File: src/rtl/core/assert_macros.svh
// Assertion macros shared by the block's RTL files.
// Each macro expects signals named clk and arst_n in the enclosing module.
`ifndef ASSERT_MACROS_SVH
`define ASSERT_MACROS_SVH

// Property checked on every rising edge outside reset
`define SFC_ASSERT(label, prop, msg) \
	label: assert property (@(posedge clk) disable iff (!arst_n) prop) else $error(msg);

// Condition that must never be true
`define SFC_ASSERT_NEVER(label, cond, msg) \
	`SFC_ASSERT(label, !(cond), msg)

// Antecedent true implies consequent true in the same cycle
`define SFC_ASSERT_IMPLY(label, ante, cons, msg) \
	`SFC_ASSERT(label, (ante) |-> (cons), msg)

`endif

File: src/rtl/core/sfc_pkg.sv
// Shared types, constants and helper functions of the sensor frame decoder.
// No dependencies; compiled first.
package sfc_pkg;

	localparam int unsigned BYTE_W    = 8;
	localparam int unsigned WORD_W    = 16;
	localparam int unsigned TEMP_W    = 15;
	localparam int unsigned HUM_W     = 14;
	localparam int unsigned STAT_W    = 2;
	localparam int unsigned CFG_IDX_W = 1;
	localparam int unsigned POS_W     = 3;
	localparam int unsigned TREF_W    = 9;
	localparam int unsigned HREF_W    = 7;

	// Default depth of the frame queue between front and back
	localparam int unsigned QUEUE_DEPTH = 2;

	// CRC status codes
	localparam logic [STAT_W-1:0] CRC_OK       = 2'd0;
	localparam logic [STAT_W-1:0] CRC_TEMP_BAD = 2'd1;
	localparam logic [STAT_W-1:0] CRC_HUM_BAD  = 2'd2;

	// Configuration register indexes
	localparam logic [CFG_IDX_W-1:0] CFG_CRC_POLY   = 1'b0;
	localparam logic [CFG_IDX_W-1:0] CFG_JUMP_LIMIT = 1'b1;

	localparam logic [BYTE_W-1:0] CRC_INIT    = 8'hFF;
	localparam logic [BYTE_W-1:0] POLY_RESET  = 8'h31;
	localparam logic [BYTE_W-1:0] LIMIT_RESET = 8'd20;

	// Byte positions inside a frame; position zero is also the idle state
	localparam logic [POS_W-1:0] POS_T_HI  = 3'd0;
	localparam logic [POS_W-1:0] POS_T_LO  = 3'd1;
	localparam logic [POS_W-1:0] POS_T_CRC = 3'd2;
	localparam logic [POS_W-1:0] POS_H_HI  = 3'd3;
	localparam logic [POS_W-1:0] POS_H_LO  = 3'd4;
	localparam logic [POS_W-1:0] POS_H_CRC = 3'd5;

	// Scaling constants
	localparam logic [14:0] TEMP_SCALE  = 15'd17500;
	localparam logic [13:0] HUM_SCALE   = 14'd10000;
	localparam logic [16:0] FULL_SCALE  = 17'd65535;
	localparam logic [12:0] TEMP_OFFSET = 13'd4500;
	localparam logic [12:0] RECIP_100   = 13'd5243;	// ceil(2^19 / 100)
	localparam logic [17:0] CENTI       = 18'd100;

	// Raw words and CRC outcome of one complete frame
	typedef struct packed {
		logic [WORD_W-1:0] raw_t;
		logic [WORD_W-1:0] raw_h;
		logic [STAT_W-1:0] status;
	} frame_rec_t;

	// One byte of CRC-8, MSB first
	function automatic logic [BYTE_W-1:0] crc8_byte(input logic [BYTE_W-1:0] crc,
			input logic [BYTE_W-1:0] data, input logic [BYTE_W-1:0] poly);
		logic [BYTE_W-1:0] c;
		c = crc ^ data;
		for (int k = 0; k < 8; k++) begin
			c = c[7] ? ({c[6:0], 1'b0} ^ poly) : {c[6:0], 1'b0};
		end
		return c;
	endfunction

	// floor(m / 100) for any 14-bit m, by reciprocal multiply
	function automatic logic [7:0] div100(input logic [13:0] m);
		logic [26:0] p;
		p = {13'd0, m} * {14'd0, RECIP_100};
		return p[26:19];
	endfunction

endpackage

File: src/rtl/core/sfc_if.sv
// Valid/ready channel interfaces: frame bytes in, decoded results out, config writes.
// Depends on sfc_pkg for field widths.
interface sfc_in_if;
	logic                        valid;
	logic                        ready;
	logic [sfc_pkg::BYTE_W-1:0]  rx_byte;
	logic                        frame_start;
	modport source(output valid, rx_byte, frame_start, input ready);
	modport sink(input valid, rx_byte, frame_start, output ready);
endinterface

interface sfc_out_if;
	logic                               valid;
	logic                               ready;
	logic signed [sfc_pkg::TEMP_W-1:0]  temperature_centi;
	logic [sfc_pkg::HUM_W-1:0]          humidity_centi;
	logic [sfc_pkg::STAT_W-1:0]         crc_status;
	logic                               temperature_replaced;
	logic                               humidity_replaced;
	modport source(output valid, temperature_centi, humidity_centi, crc_status,
		temperature_replaced, humidity_replaced, input ready);
	modport sink(input valid, temperature_centi, humidity_centi, crc_status,
		temperature_replaced, humidity_replaced, output ready);
endinterface

interface sfc_cfg_if;
	logic                           valid;
	logic                           ready;
	logic [sfc_pkg::CFG_IDX_W-1:0]  reg_index;
	logic [sfc_pkg::BYTE_W-1:0]     wr_data;
	modport source(output valid, reg_index, wr_data, input ready);
	modport sink(input valid, reg_index, wr_data, output ready);
endinterface

File: src/rtl/core/sfc_front.sv
// Front end: tracks byte position, runs the CRC-8 and assembles the raw words.
// Pushes one frame record per complete frame. Depends on sfc_pkg, sfc_if.
`include "assert_macros.svh"

module sfc_front (
	input  logic                        clk,
	input  logic                        arst_n,
	sfc_in_if.sink                      rx,
	input  logic [sfc_pkg::BYTE_W-1:0]  crc_poly,
	input  logic                        q_full,
	output logic                        push_valid,
	output sfc_pkg::frame_rec_t         push_rec
);

	logic [sfc_pkg::POS_W-1:0]   pos_q;
	logic [sfc_pkg::BYTE_W-1:0]  crc_q;
	logic [sfc_pkg::WORD_W-1:0]  tword_q;
	logic [sfc_pkg::WORD_W-1:0]  hword_q;
	logic [sfc_pkg::STAT_W-1:0]  fail_q;

	logic                        accept;
	logic                        active;
	logic [sfc_pkg::POS_W-1:0]   pos_eff;
	logic [sfc_pkg::BYTE_W-1:0]  crc_in;
	logic [sfc_pkg::BYTE_W-1:0]  crc_next;
	logic                        crc_bad;
	logic [sfc_pkg::STAT_W-1:0]  fail_final;

	// Take bytes whenever the queue has room for a finished frame
	assign rx.ready = !q_full;
	assign accept   = rx.valid && rx.ready;

	// Frame start restarts; a stray byte while idle is dropped
	assign pos_eff = rx.frame_start ? sfc_pkg::POS_T_HI : pos_q;
	assign active  = rx.frame_start || (pos_q != sfc_pkg::POS_T_HI);

	// CRC datapath
	assign crc_in = (pos_eff == sfc_pkg::POS_T_HI || pos_eff == sfc_pkg::POS_H_HI) ?
		sfc_pkg::CRC_INIT : crc_q;
	assign crc_next = sfc_pkg::crc8_byte(crc_in, rx.rx_byte, crc_poly);
	assign crc_bad  = crc_q != rx.rx_byte;
	assign fail_final = (fail_q == sfc_pkg::CRC_OK && crc_bad) ? sfc_pkg::CRC_HUM_BAD : fail_q;

	// Record of a complete frame; failed frames carry zero words
	assign push_valid = accept && active && (pos_eff == sfc_pkg::POS_H_CRC);
	always_comb begin
		push_rec.status = fail_final;
		push_rec.raw_t  = (fail_final != sfc_pkg::CRC_OK) ? '0 : tword_q;
		push_rec.raw_h  = (fail_final != sfc_pkg::CRC_OK) ? '0 : hword_q;
	end

	// Position, CRC and failure tracking
	always_ff @(posedge clk or negedge arst_n) begin
		if (!arst_n) begin
			pos_q  <= sfc_pkg::POS_T_HI;
			crc_q  <= sfc_pkg::CRC_INIT;
			fail_q <= sfc_pkg::CRC_OK;
		end else if (accept && active) begin
			unique case (pos_eff)
				sfc_pkg::POS_T_HI: begin
					fail_q <= sfc_pkg::CRC_OK;
					crc_q  <= crc_next;
					pos_q  <= sfc_pkg::POS_T_LO;
				end
				sfc_pkg::POS_T_LO: begin
					crc_q <= crc_next;
					pos_q <= sfc_pkg::POS_T_CRC;
				end
				sfc_pkg::POS_T_CRC: begin
					if (crc_bad && fail_q == sfc_pkg::CRC_OK) begin
						fail_q <= sfc_pkg::CRC_TEMP_BAD;
					end
					pos_q <= sfc_pkg::POS_H_HI;
				end
				sfc_pkg::POS_H_HI: begin
					crc_q <= crc_next;
					pos_q <= sfc_pkg::POS_H_LO;
				end
				sfc_pkg::POS_H_LO: begin
					crc_q <= crc_next;
					pos_q <= sfc_pkg::POS_H_CRC;
				end
				sfc_pkg::POS_H_CRC: begin
					fail_q <= fail_final;
					pos_q  <= sfc_pkg::POS_T_HI;
				end
				default: begin
					pos_q <= sfc_pkg::POS_T_HI;
				end
			endcase
		end
	end

	// Word assembly, MSB first
	always_ff @(posedge clk) begin
		if (accept && active) begin
			case (pos_eff)
				sfc_pkg::POS_T_HI: tword_q[15:8] <= rx.rx_byte;
				sfc_pkg::POS_T_LO: tword_q[7:0]  <= rx.rx_byte;
				sfc_pkg::POS_H_HI: hword_q[15:8] <= rx.rx_byte;
				sfc_pkg::POS_H_LO: hword_q[7:0]  <= rx.rx_byte;
				default: ;
			endcase
		end
	end

	`SFC_ASSERT_NEVER(a_pos_range, pos_q > sfc_pkg::POS_H_CRC, "byte position out of range")

endmodule

File: src/rtl/core/sfc_queue.sv
// Small frame record queue between the front and back ends.
// Depends on sfc_pkg for the record type.
`include "assert_macros.svh"

module sfc_queue #(
	parameter int unsigned DEPTH = sfc_pkg::QUEUE_DEPTH	// 2 .. 16
) (
	input  logic                 clk,
	input  logic                 arst_n,
	input  logic                 push,
	input  sfc_pkg::frame_rec_t  push_rec,
	output logic                 full,
	input  logic                 pop,
	output logic                 empty,
	output sfc_pkg::frame_rec_t  head
);

	localparam int unsigned PTR_W = $clog2(DEPTH);
	localparam int unsigned CNT_W = $clog2(DEPTH + 1);
	localparam logic [PTR_W-1:0] LAST = PTR_W'(DEPTH - 1);

	sfc_pkg::frame_rec_t  mem_q [DEPTH];
	logic [PTR_W-1:0]     wr_ptr_q;
	logic [PTR_W-1:0]     rd_ptr_q;
	logic [CNT_W-1:0]     count_q;

	assign full  = count_q == CNT_W'(DEPTH);
	assign empty = count_q == '0;
	assign head  = mem_q[rd_ptr_q];

	// Pointers and fill count
	always_ff @(posedge clk or negedge arst_n) begin
		if (!arst_n) begin
			wr_ptr_q <= '0;
			rd_ptr_q <= '0;
			count_q  <= '0;
		end else begin
			if (push) begin
				wr_ptr_q <= (wr_ptr_q == LAST) ? '0 : wr_ptr_q + 1'b1;
			end
			if (pop) begin
				rd_ptr_q <= (rd_ptr_q == LAST) ? '0 : rd_ptr_q + 1'b1;
			end
			if (push && !pop) begin
				count_q <= count_q + 1'b1;
			end else if (pop && !push) begin
				count_q <= count_q - 1'b1;
			end
		end
	end

	// Storage
	always_ff @(posedge clk) begin
		if (push) begin
			mem_q[wr_ptr_q] <= push_rec;
		end
	end

	`SFC_ASSERT_NEVER(a_no_overflow, push && full, "push into full frame queue")
	`SFC_ASSERT_NEVER(a_no_underflow, pop && empty, "pop from empty frame queue")

endmodule

File: src/rtl/core/sfc_back.sv
// Back end: scales raw words to centi units, applies the deglitch references
// and holds the result register. Depends on sfc_pkg, sfc_if.
`include "assert_macros.svh"

module sfc_back (
	input  logic                        clk,
	input  logic                        arst_n,
	input  sfc_pkg::frame_rec_t         head,
	input  logic                        empty,
	output logic                        pop,
	input  logic [sfc_pkg::BYTE_W-1:0]  jump_limit,
	sfc_out_if.source                   res
);

	// Stage valids and result register control
	logic v_s1, v_s2, v_s3, out_valid_q;
	logic adv;

	// Stage 1: products
	logic [30:0]                 pt_s1;
	logic [29:0]                 ph_s1;
	logic [sfc_pkg::STAT_W-1:0]  st_s1;

	// Stage 2: scaled values
	logic [14:0]                        t_q0, t_quo;
	logic [16:0]                        t_rem;
	logic [13:0]                        h_q0, h_quo;
	logic [16:0]                        h_rem;
	logic signed [sfc_pkg::TEMP_W-1:0]  tc_s2;
	logic [sfc_pkg::HUM_W-1:0]          hc_s2;
	logic [sfc_pkg::STAT_W-1:0]         st_s2;

	// Stage 3: whole units
	logic                               t_neg;
	logic [13:0]                        t_mag;
	logic [7:0]                         t_whole;
	logic [7:0]                         h_whole;
	logic signed [sfc_pkg::TEMP_W-1:0]  tc_s3;
	logic [sfc_pkg::HUM_W-1:0]          hc_s3;
	logic [sfc_pkg::TREF_W-1:0]         tdiv_s3;
	logic [sfc_pkg::HREF_W-1:0]         hdiv_s3;
	logic [sfc_pkg::STAT_W-1:0]         st_s3;

	// Deglitch state and datapath
	logic [sfc_pkg::TREF_W-1:0]  tref_q;
	logic                        tref_valid_q;
	logic [sfc_pkg::HREF_W-1:0]  href_q;
	logic                        href_valid_q;
	logic signed [17:0]          tref100;
	logic signed [17:0]          diff;
	logic [17:0]                 dabs;
	logic [17:0]                 lim100;
	logic [sfc_pkg::HUM_W-1:0]   h100;
	logic                        jump;
	logic                        t_rep, h_rep, tref_set, href_set;

	// Result register drives the output channel
	logic signed [sfc_pkg::TEMP_W-1:0]  temp_q;
	logic [sfc_pkg::HUM_W-1:0]          hum_q;
	logic [sfc_pkg::STAT_W-1:0]         stat_q;
	logic                               t_rep_q, h_rep_q;

	assign res.valid                = out_valid_q;
	assign res.temperature_centi    = temp_q;
	assign res.humidity_centi       = hum_q;
	assign res.crc_status           = stat_q;
	assign res.temperature_replaced = t_rep_q;
	assign res.humidity_replaced    = h_rep_q;

	// Whole pipeline moves unless a result waits at the output
	assign adv = !out_valid_q || res.ready;
	assign pop = adv && !empty;

	// Divide by 65535: q0 = x >> 16, remainder x mod 2^16 + q0 needs one correction
	assign t_q0  = pt_s1[30:16];
	assign t_rem = {1'b0, pt_s1[15:0]} + {2'b0, t_q0};
	assign t_quo = t_q0 + 15'(t_rem >= sfc_pkg::FULL_SCALE);
	assign h_q0  = ph_s1[29:16];
	assign h_rem = {1'b0, ph_s1[15:0]} + {3'b0, h_q0};
	assign h_quo = h_q0 + 14'(h_rem >= sfc_pkg::FULL_SCALE);

	// Truncation toward zero to whole units
	assign t_neg   = tc_s2[sfc_pkg::TEMP_W-1];
	assign t_mag   = t_neg ? 14'(~tc_s2 + 15'd1) : tc_s2[13:0];
	assign t_whole = sfc_pkg::div100(t_mag);
	assign h_whole = sfc_pkg::div100(hc_s2);

	// Deglitch decision
	assign tref100  = {{9{tref_q[sfc_pkg::TREF_W-1]}}, tref_q} * $signed(sfc_pkg::CENTI);
	assign diff     = tref100 - {{3{tc_s3[sfc_pkg::TEMP_W-1]}}, tc_s3};
	assign dabs     = diff[17] ? 18'(-diff) : 18'(diff);
	assign lim100   = {10'd0, jump_limit} * sfc_pkg::CENTI;
	assign jump     = dabs >= lim100;
	assign t_rep    = tref_valid_q && jump;
	assign tref_set = tref_valid_q ? !jump : (tc_s3 != '0);
	assign h100     = {7'd0, href_q} * 14'd100;
	assign h_rep    = href_valid_q && (hc_s3 == '0);
	assign href_set = hc_s3 != '0;

	// Control state: valids and references
	always_ff @(posedge clk or negedge arst_n) begin
		if (!arst_n) begin
			v_s1         <= 1'b0;
			v_s2         <= 1'b0;
			v_s3         <= 1'b0;
			out_valid_q  <= 1'b0;
			tref_q       <= '0;
			tref_valid_q <= 1'b0;
			href_q       <= '0;
			href_valid_q <= 1'b0;
		end else if (adv) begin
			v_s1        <= pop;
			v_s2        <= v_s1;
			v_s3        <= v_s2;
			out_valid_q <= v_s3;
			if (v_s3) begin
				if (tref_set) begin
					tref_q       <= tdiv_s3;
					tref_valid_q <= 1'b1;
				end
				if (href_set) begin
					href_q       <= hdiv_s3;
					href_valid_q <= 1'b1;
				end
			end
		end
	end

	// Datapath registers
	always_ff @(posedge clk) begin
		if (adv) begin
			pt_s1   <= {15'd0, head.raw_t} * {16'd0, sfc_pkg::TEMP_SCALE};
			ph_s1   <= {14'd0, head.raw_h} * {16'd0, sfc_pkg::HUM_SCALE};
			st_s1   <= head.status;
			tc_s2   <= $signed(t_quo - {2'b0, sfc_pkg::TEMP_OFFSET});
			hc_s2   <= h_quo;
			st_s2   <= st_s1;
			tc_s3   <= tc_s2;
			hc_s3   <= hc_s2;
			tdiv_s3 <= t_neg ? 9'(-{1'b0, t_whole}) : {1'b0, t_whole};
			hdiv_s3 <= h_whole[sfc_pkg::HREF_W-1:0];
			st_s3   <= st_s2;
			temp_q  <= t_rep ? tref100[sfc_pkg::TEMP_W-1:0] : tc_s3;
			hum_q   <= h_rep ? h100 : hc_s3;
			stat_q  <= st_s3;
			t_rep_q <= t_rep;
			h_rep_q <= h_rep;
		end
	end

	`SFC_ASSERT_IMPLY(a_trep_ref, res.valid && res.temperature_replaced, tref_valid_q,
		"temperature replaced without a reference")
	`SFC_ASSERT_IMPLY(a_hrep_val, res.valid && res.humidity_replaced, res.humidity_centi == h100,
		"replaced humidity differs from its reference")

endmodule

File: src/rtl/core/sensor_frame_crc_check_and_deglitch.sv
// Sensor frame decoder top level: config registers, front end, frame queue, back end.
// Depends on sfc_pkg, sfc_if, sfc_front, sfc_queue, sfc_back.
//
// Takes one frame byte per transfer and can accept a byte every cycle. A frame is
// six bytes (temperature word, CRC-8, humidity word, CRC-8), started by frame_start;
// its result passes from the sixth byte into the frame queue, through three scaling
// stages, then the deglitch stage that writes the result register. Input bytes
// stall only when the frame queue (QUEUE_DEPTH records) is full because results
// are not being taken. Configuration writes are always taken and should be issued
// only while no frame is in flight.

module sensor_frame_crc_check_and_deglitch #(
	parameter int unsigned QUEUE_DEPTH = sfc_pkg::QUEUE_DEPTH
) (
	input  logic        clk,
	input  logic        arst_n,
	sfc_in_if.sink      rx,
	sfc_out_if.source   res,
	sfc_cfg_if.sink     cfg
);

	logic [sfc_pkg::BYTE_W-1:0]  crc_poly_q;
	logic [sfc_pkg::BYTE_W-1:0]  jump_limit_q;
	logic                        q_full, q_empty, q_push, q_pop;
	sfc_pkg::frame_rec_t         push_rec, head_rec;

	// Configuration registers
	assign cfg.ready = 1'b1;
	always_ff @(posedge clk or negedge arst_n) begin
		if (!arst_n) begin
			crc_poly_q   <= sfc_pkg::POLY_RESET;
			jump_limit_q <= sfc_pkg::LIMIT_RESET;
		end else if (cfg.valid && cfg.ready) begin
			unique case (cfg.reg_index)
				sfc_pkg::CFG_CRC_POLY:   crc_poly_q   <= cfg.wr_data;
				sfc_pkg::CFG_JUMP_LIMIT: jump_limit_q <= cfg.wr_data;
				default: ;
			endcase
		end
	end

	sfc_front u_front (
		.clk        (clk),
		.arst_n     (arst_n),
		.rx         (rx),
		.crc_poly   (crc_poly_q),
		.q_full     (q_full),
		.push_valid (q_push),
		.push_rec   (push_rec)
	);

	sfc_queue #(
		.DEPTH (QUEUE_DEPTH)
	) u_queue (
		.clk      (clk),
		.arst_n   (arst_n),
		.push     (q_push),
		.push_rec (push_rec),
		.full     (q_full),
		.pop      (q_pop),
		.empty    (q_empty),
		.head     (head_rec)
	);

	sfc_back u_back (
		.clk        (clk),
		.arst_n     (arst_n),
		.head       (head_rec),
		.empty      (q_empty),
		.pop        (q_pop),
		.jump_limit (jump_limit_q),
		.res        (res)
	);

endmodule
File: src/flat_wrapper.sv
// flat-port wrapper written by rule: the top's interface ports become plain ports
module sensor_frame_crc_check_and_deglitch_flat 
#(
	parameter int unsigned QUEUE_DEPTH = sfc_pkg::QUEUE_DEPTH
)
  (clk, arst_n, rx_valid, rx_rx_byte, rx_frame_start, rx_ready, res_valid, res_temperature_centi, res_humidity_centi, res_crc_status, res_temperature_replaced, res_humidity_replaced, res_ready, cfg_valid, cfg_reg_index, cfg_wr_data, cfg_ready);
  sfc_in_if rx_i ();
  sfc_out_if res_i ();
  sfc_cfg_if cfg_i ();
  input  logic clk;
  input  logic arst_n;
  input wire logic [$bits(rx_i.valid)-1:0] rx_valid;
  input wire logic [$bits(rx_i.rx_byte)-1:0] rx_rx_byte;
  input wire logic [$bits(rx_i.frame_start)-1:0] rx_frame_start;
  output wire logic [$bits(rx_i.ready)-1:0] rx_ready;
  output wire logic [$bits(res_i.valid)-1:0] res_valid;
  output wire logic [$bits(res_i.temperature_centi)-1:0] res_temperature_centi;
  output wire logic [$bits(res_i.humidity_centi)-1:0] res_humidity_centi;
  output wire logic [$bits(res_i.crc_status)-1:0] res_crc_status;
  output wire logic [$bits(res_i.temperature_replaced)-1:0] res_temperature_replaced;
  output wire logic [$bits(res_i.humidity_replaced)-1:0] res_humidity_replaced;
  input wire logic [$bits(res_i.ready)-1:0] res_ready;
  input wire logic [$bits(cfg_i.valid)-1:0] cfg_valid;
  input wire logic [$bits(cfg_i.reg_index)-1:0] cfg_reg_index;
  input wire logic [$bits(cfg_i.wr_data)-1:0] cfg_wr_data;
  output wire logic [$bits(cfg_i.ready)-1:0] cfg_ready;
  assign rx_i.valid = rx_valid;
  assign rx_i.rx_byte = rx_rx_byte;
  assign rx_i.frame_start = rx_frame_start;
  assign rx_ready = rx_i.ready;
  assign res_valid = res_i.valid;
  assign res_temperature_centi = res_i.temperature_centi;
  assign res_humidity_centi = res_i.humidity_centi;
  assign res_crc_status = res_i.crc_status;
  assign res_temperature_replaced = res_i.temperature_replaced;
  assign res_humidity_replaced = res_i.humidity_replaced;
  assign res_i.ready = res_ready;
  assign cfg_i.valid = cfg_valid;
  assign cfg_i.reg_index = cfg_reg_index;
  assign cfg_i.wr_data = cfg_wr_data;
  assign cfg_ready = cfg_i.ready;
  sensor_frame_crc_check_and_deglitch #(.QUEUE_DEPTH(QUEUE_DEPTH)) u_core (.clk(clk), .arst_n(arst_n), .rx(rx_i), .res(res_i), .cfg(cfg_i));
endmodule
File: config.mk
export PLATFORM = sky130hd
export DESIGN_NAME = sensor_frame_crc_check_and_deglitch_flat
export DESIGN_NICKNAME = d
export VERILOG_FILES = /design/src/rtl/core/sfc_pkg.sv /design/src/rtl/core/sfc_if.sv /design/src/rtl/core/sfc_front.sv /design/src/rtl/core/sfc_queue.sv /design/src/rtl/core/sfc_back.sv /design/src/rtl/core/sensor_frame_crc_check_and_deglitch.sv /design/src/flat_wrapper.sv
export VERILOG_INCLUDE_DIRS = /design/src /design/src/rtl/core
export SDC_FILE = /design/constraint.sdc
export NUM_CORES = 1
export LEC_CHECK = 0
export ABC_CLOCK_PERIOD_IN_PS = 9650
export BUFFER_PORTS_ARGS = -buffer_cell sky130_fd_sc_hd__buf_4
export CORE_MARGIN = 2
export CORE_UTILIZATION = 60
export CTS_CLUSTER_SIZE = 16
export DETAILED_ROUTE_END_ITERATION = 7
export PLACE_DENSITY = 0.87
export SLEW_MARGIN = 15
export SYNTH_ARGS = -nofsm -noshare
export SYNTH_HDL_FRONTEND = slang
export SYNTH_SLANG_ARGS = --single-unit
File: constraint.sdc
create_clock -name clk -period 9.65 [get_ports clk]
set_input_delay 0.965 -clock clk [delete_from_list [all_inputs] [get_ports clk]]
set_output_delay 0.965 -clock clk [all_outputs]
set_load 0.02 [all_outputs]
==> impl_metrics.py <==
metrics = {
    "clock_tree": {
        "cts_sinks": 323,
        "cts_buffer_depth": 3,
        "htree_levels": 2,
        "cts_setup_buffers": 0,
        "cts_tree": "done",
        "cts_buffers": 36,
        "insertion_delay_ns": 0.56,
        "ctsHoldBuffers": 0,
        "ctsResizeCount": 0,
        "clk_pin_slew_ns": 0.05,
        "root_buffer": "clkbuf_16",
    },
    "finish": {
        "layout_common_cells": "inv_1 (573), ha_1 (499), edfxtp_1 (268), fa_1 (220), xnor2_1 (161)",
        "drive_gt1_share_pct": 8.48,
        "mostFrequentLayoutCell": "inv_1",
        "fin_nets": 3590,
        "area_delta_synth_final_pct": 7.61,
        "fin_cells": 3549,
    },
    "die": {
        "dieArea_sq_um": 52400,
        "die_h_microns": 229,
        "ios": 59,
        "core_area_sq_um": 50100,
        "initial_core_util_pct": 60.6,
        "fp-row-count": 82,
        "fp.dieW_microns": 229,
    },
    "sta": {
        "finalCritPeriodShare_pct": 88.2,
        "setup_viol": 0,
        "tns_ns": 0,
        "relSlewSlack_pct": 34.4,
        "fin_crit_ns": 8.51,
        "fmax_mhz": 118,
        "hold_viol_final": 0,
        "fin_skew_ns": 0.0173,
        "slew_violations": 0,
        "tightest_slew_ns": 0.977,
        "rsz0062_at_grt": "no",
    },
    "setup_path": {
        "cp-end-kind": "flip-flop",
        "r2r_start": "u_core.u_back.tref_q[3]",
        "crit_type": "reg -> reg",
        "crit_slowest_cell": "nand2_1",
        "setup.worst_path.start_class": "flip-flop",
        "cpMostUsedCell": "a21o_1",
        "worstPathRequired_ns": 9.93,
        "path_buf_inv": 0,
        "reg2reg_slack_ns": 1.14,
        "critical_path_arrival_ns": 8.79,
        "crit_start": "u_core.u_back.tref_q[3]",
        "ff2ff_path_depth": 32,
        "worst_path_largest_cell_delay_ns": 0.55,
        "crit_fanout": 14,
        "path_delay_family": "compound AO/OA/AOI/OAI gates",
        "r2r_end": "u_core.u_back.res.temperature_centi[3]",
    },
    "grt": {
        "grt_pass1_vias": 21100,
        "grt_max_degree": 81,
        "antenna_found_initial": 1,
        "track_usage_pct": 23.2,
        "grt_pass1_wl_microns": 99600,
        "grt-ovfl-total": 0,
    },
    "hold_path": {
        "hold_class": "reg -> reg",
        "holdPathStages": 0,
        "min_from": "u_core.u_back.st_s3[0]",
        "hold_end": "u_core.u_back.res.crc_status[0]",
    },
    "yosys": {
        "seq_area_frac_synth_pct": 31.1,
        "synth_area_sq_um": 30300,
        "synth_warnings": 0,
        "async_flop_share_pct": 17.0,
        "syn_inst": 2787,
        "synthFlopType": "edfxtp_1",
        "ys_types": 80,
        "synth_seq_cells": 323,
        "synth.avg_cell_area_sq_um": 10.9,
        "syn-num-nets": 3529,
        "synth_edf_count": 268,
    },
    "route": {
        "via_per_inst": 5.56,
        "firstDrtPassIters": 5,
        "vias": 19700,
        "drtIter0Drc": 1104,
        "routed_wl_microns": 58800,
        "drc": 0,
        "wire_per_inst_microns": 16.6,
        "ant_nets": 0,
    },
    "flow_run": {
        "maxCapViolCount": 0,
    },
    "place": {
        "port_buffers": 57,
        "place_congestion": 0.926,
        "placedCellCount": 3482,
        "post-dp-hpwl_microns": 47400,
    },
    "outcome": {
        "status": "finished clean",
    },
}
cells in the mapped netlist, types with 13 or more instances:
| master | count | area share (%) |
|---|---|---|
| a211oi_1 | 16 | 0.40 |
| a21o_1 | 60 | 1.5 |
| a21oi_1 | 93 | 1.5 |
| a31o_2 | 16 | 0.46 |
| a31oi_1 | 13 | 0.27 |
| and2_1 | 40 | 0.83 |
| and3_1 | 17 | 0.35 |
| clkbuf_1 | 33 | 0.41 |
| dfrtp_1 | 42 | 3.5 |
| dfstp_2 | 13 | 1.1 |
| edfxtp_1 | 268 | 27 |
| fa_1 | 220 | 15 |
| ha_1 | 499 | 21 |
| inv_1 | 573 | 7.1 |
| mux2_2 | 58 | 2.2 |
| mux2i_1 | 29 | 0.96 |
| nand2_1 | 118 | 1.5 |
| nand2b_1 | 28 | 0.58 |
| nand3_1 | 29 | 0.48 |
| nor2_1 | 62 | 0.77 |
| nor2b_1 | 14 | 0.29 |
| nor3_1 | 32 | 0.53 |
| nor4_1 | 20 | 0.41 |
| o21ai_0 | 74 | 1.2 |
| o21bai_1 | 27 | 0.67 |
| xnor2_1 | 161 | 4.6 |
| xor2_1 | 73 | 2.1 |
worst reg2reg max path, delay by kind of cell, from the launching register on:
family | cells | cell delay (ns)
DFF | 1 | 0.43
AOI/OAI and AO/OA | 17 | 3.29
muxes | 1 | 0.42
adders and majority gates | 6 | 2.07
xor gates and xnor gates | 3 | 0.85
and+or+nand+nor | 5 | 1.18
final cells by class:
cell class	instances	area, sq um
multi-input cells	1846	18600
fillers	3694	17400
flip-flops and latches	323	9440
inverters	574	2150
clock buffers	50	1010
well taps	672	841
repair buffers	67	503
clock inverters	16	125
diodes	1	2.50
metrics by stage:
step / hold WS (ns) / setup slack (ns) / utilization (%) / instance area (sq um)
global route: 0.425 / 0.558 / 65.2 / 32600
detailed placement: 0.405 / 1.28 / 62.9 / 31500
global placement: 0.407 / 1.42 / 62.9 / 31500
floorplan: 0.400 / 1.71 / - / 30300
CTS: 0.418 / 1.21 / 65.2 / 32600
finish: 0.419 / 1.14 / 65.2 / 32600
flip-flops by register name, indices dropped and copies added (netlist names), 15 cells and up:
| name | flops |
|---|---|
| u_core.u_back.ph_s1 | 26 |
| u_core.u_back.pt_s1 | 29 |
| u_core.u_back.res.temperature_centi | 15 |
| u_core.u_back.tc_s2 | 15 |
| u_core.u_back.tc_s3 | 15 |
| u_core.u_front.hword_q | 16 |
| u_core.u_front.tword_q | 16 |
| u_core.u_queue.mem_q | 68 |
kinds of logic (layout without fill, tap and decap cells):
kind of cell	after synthesis	after routing	synth area share (%)
fa+ha+maj	719	719	35.1
buf+inv	618	707	7.73
simple gates	405	405	6.76
compound gates	387	387	8.57
flops	323	323	31.1
xor+xnor	244	244	7.41
mux	90	90	3.28
other cells	1	2	0.0124
routing by layer:
metal	up-vias	global-route usage [%]	wire (microns)
met1	9587	28.0	24000
met2	512	42.4	30300
met3	128	3.41	2880
li1	9494	-	-
met4	0	7.87	1610
met5	-	0	0
worst max-delay path by stage:
| stage | cells after the start | to |
|---|---|---|
| 4_1_cts | 32 | u_core.u_back.res.temperature_centi[3] |
| 2_1_floorplan | 7 | u_core.u_queue.count_q[1] |
| 6_report | 32 | u_core.u_back.res.temperature_centi[3] |
| 3_3_place_gp | 32 | u_core.u_back.res.temperature_centi[4] |
| 3_5_place_dp | 32 | u_core.u_back.res.temperature_centi[4] |
| 5_1_grt | 32 | u_core.u_back.res.temperature_centi[3] |
Power is not shown: default switching activity piles up to over one toggle a cycle in this logic, so the estimate is an artifact.
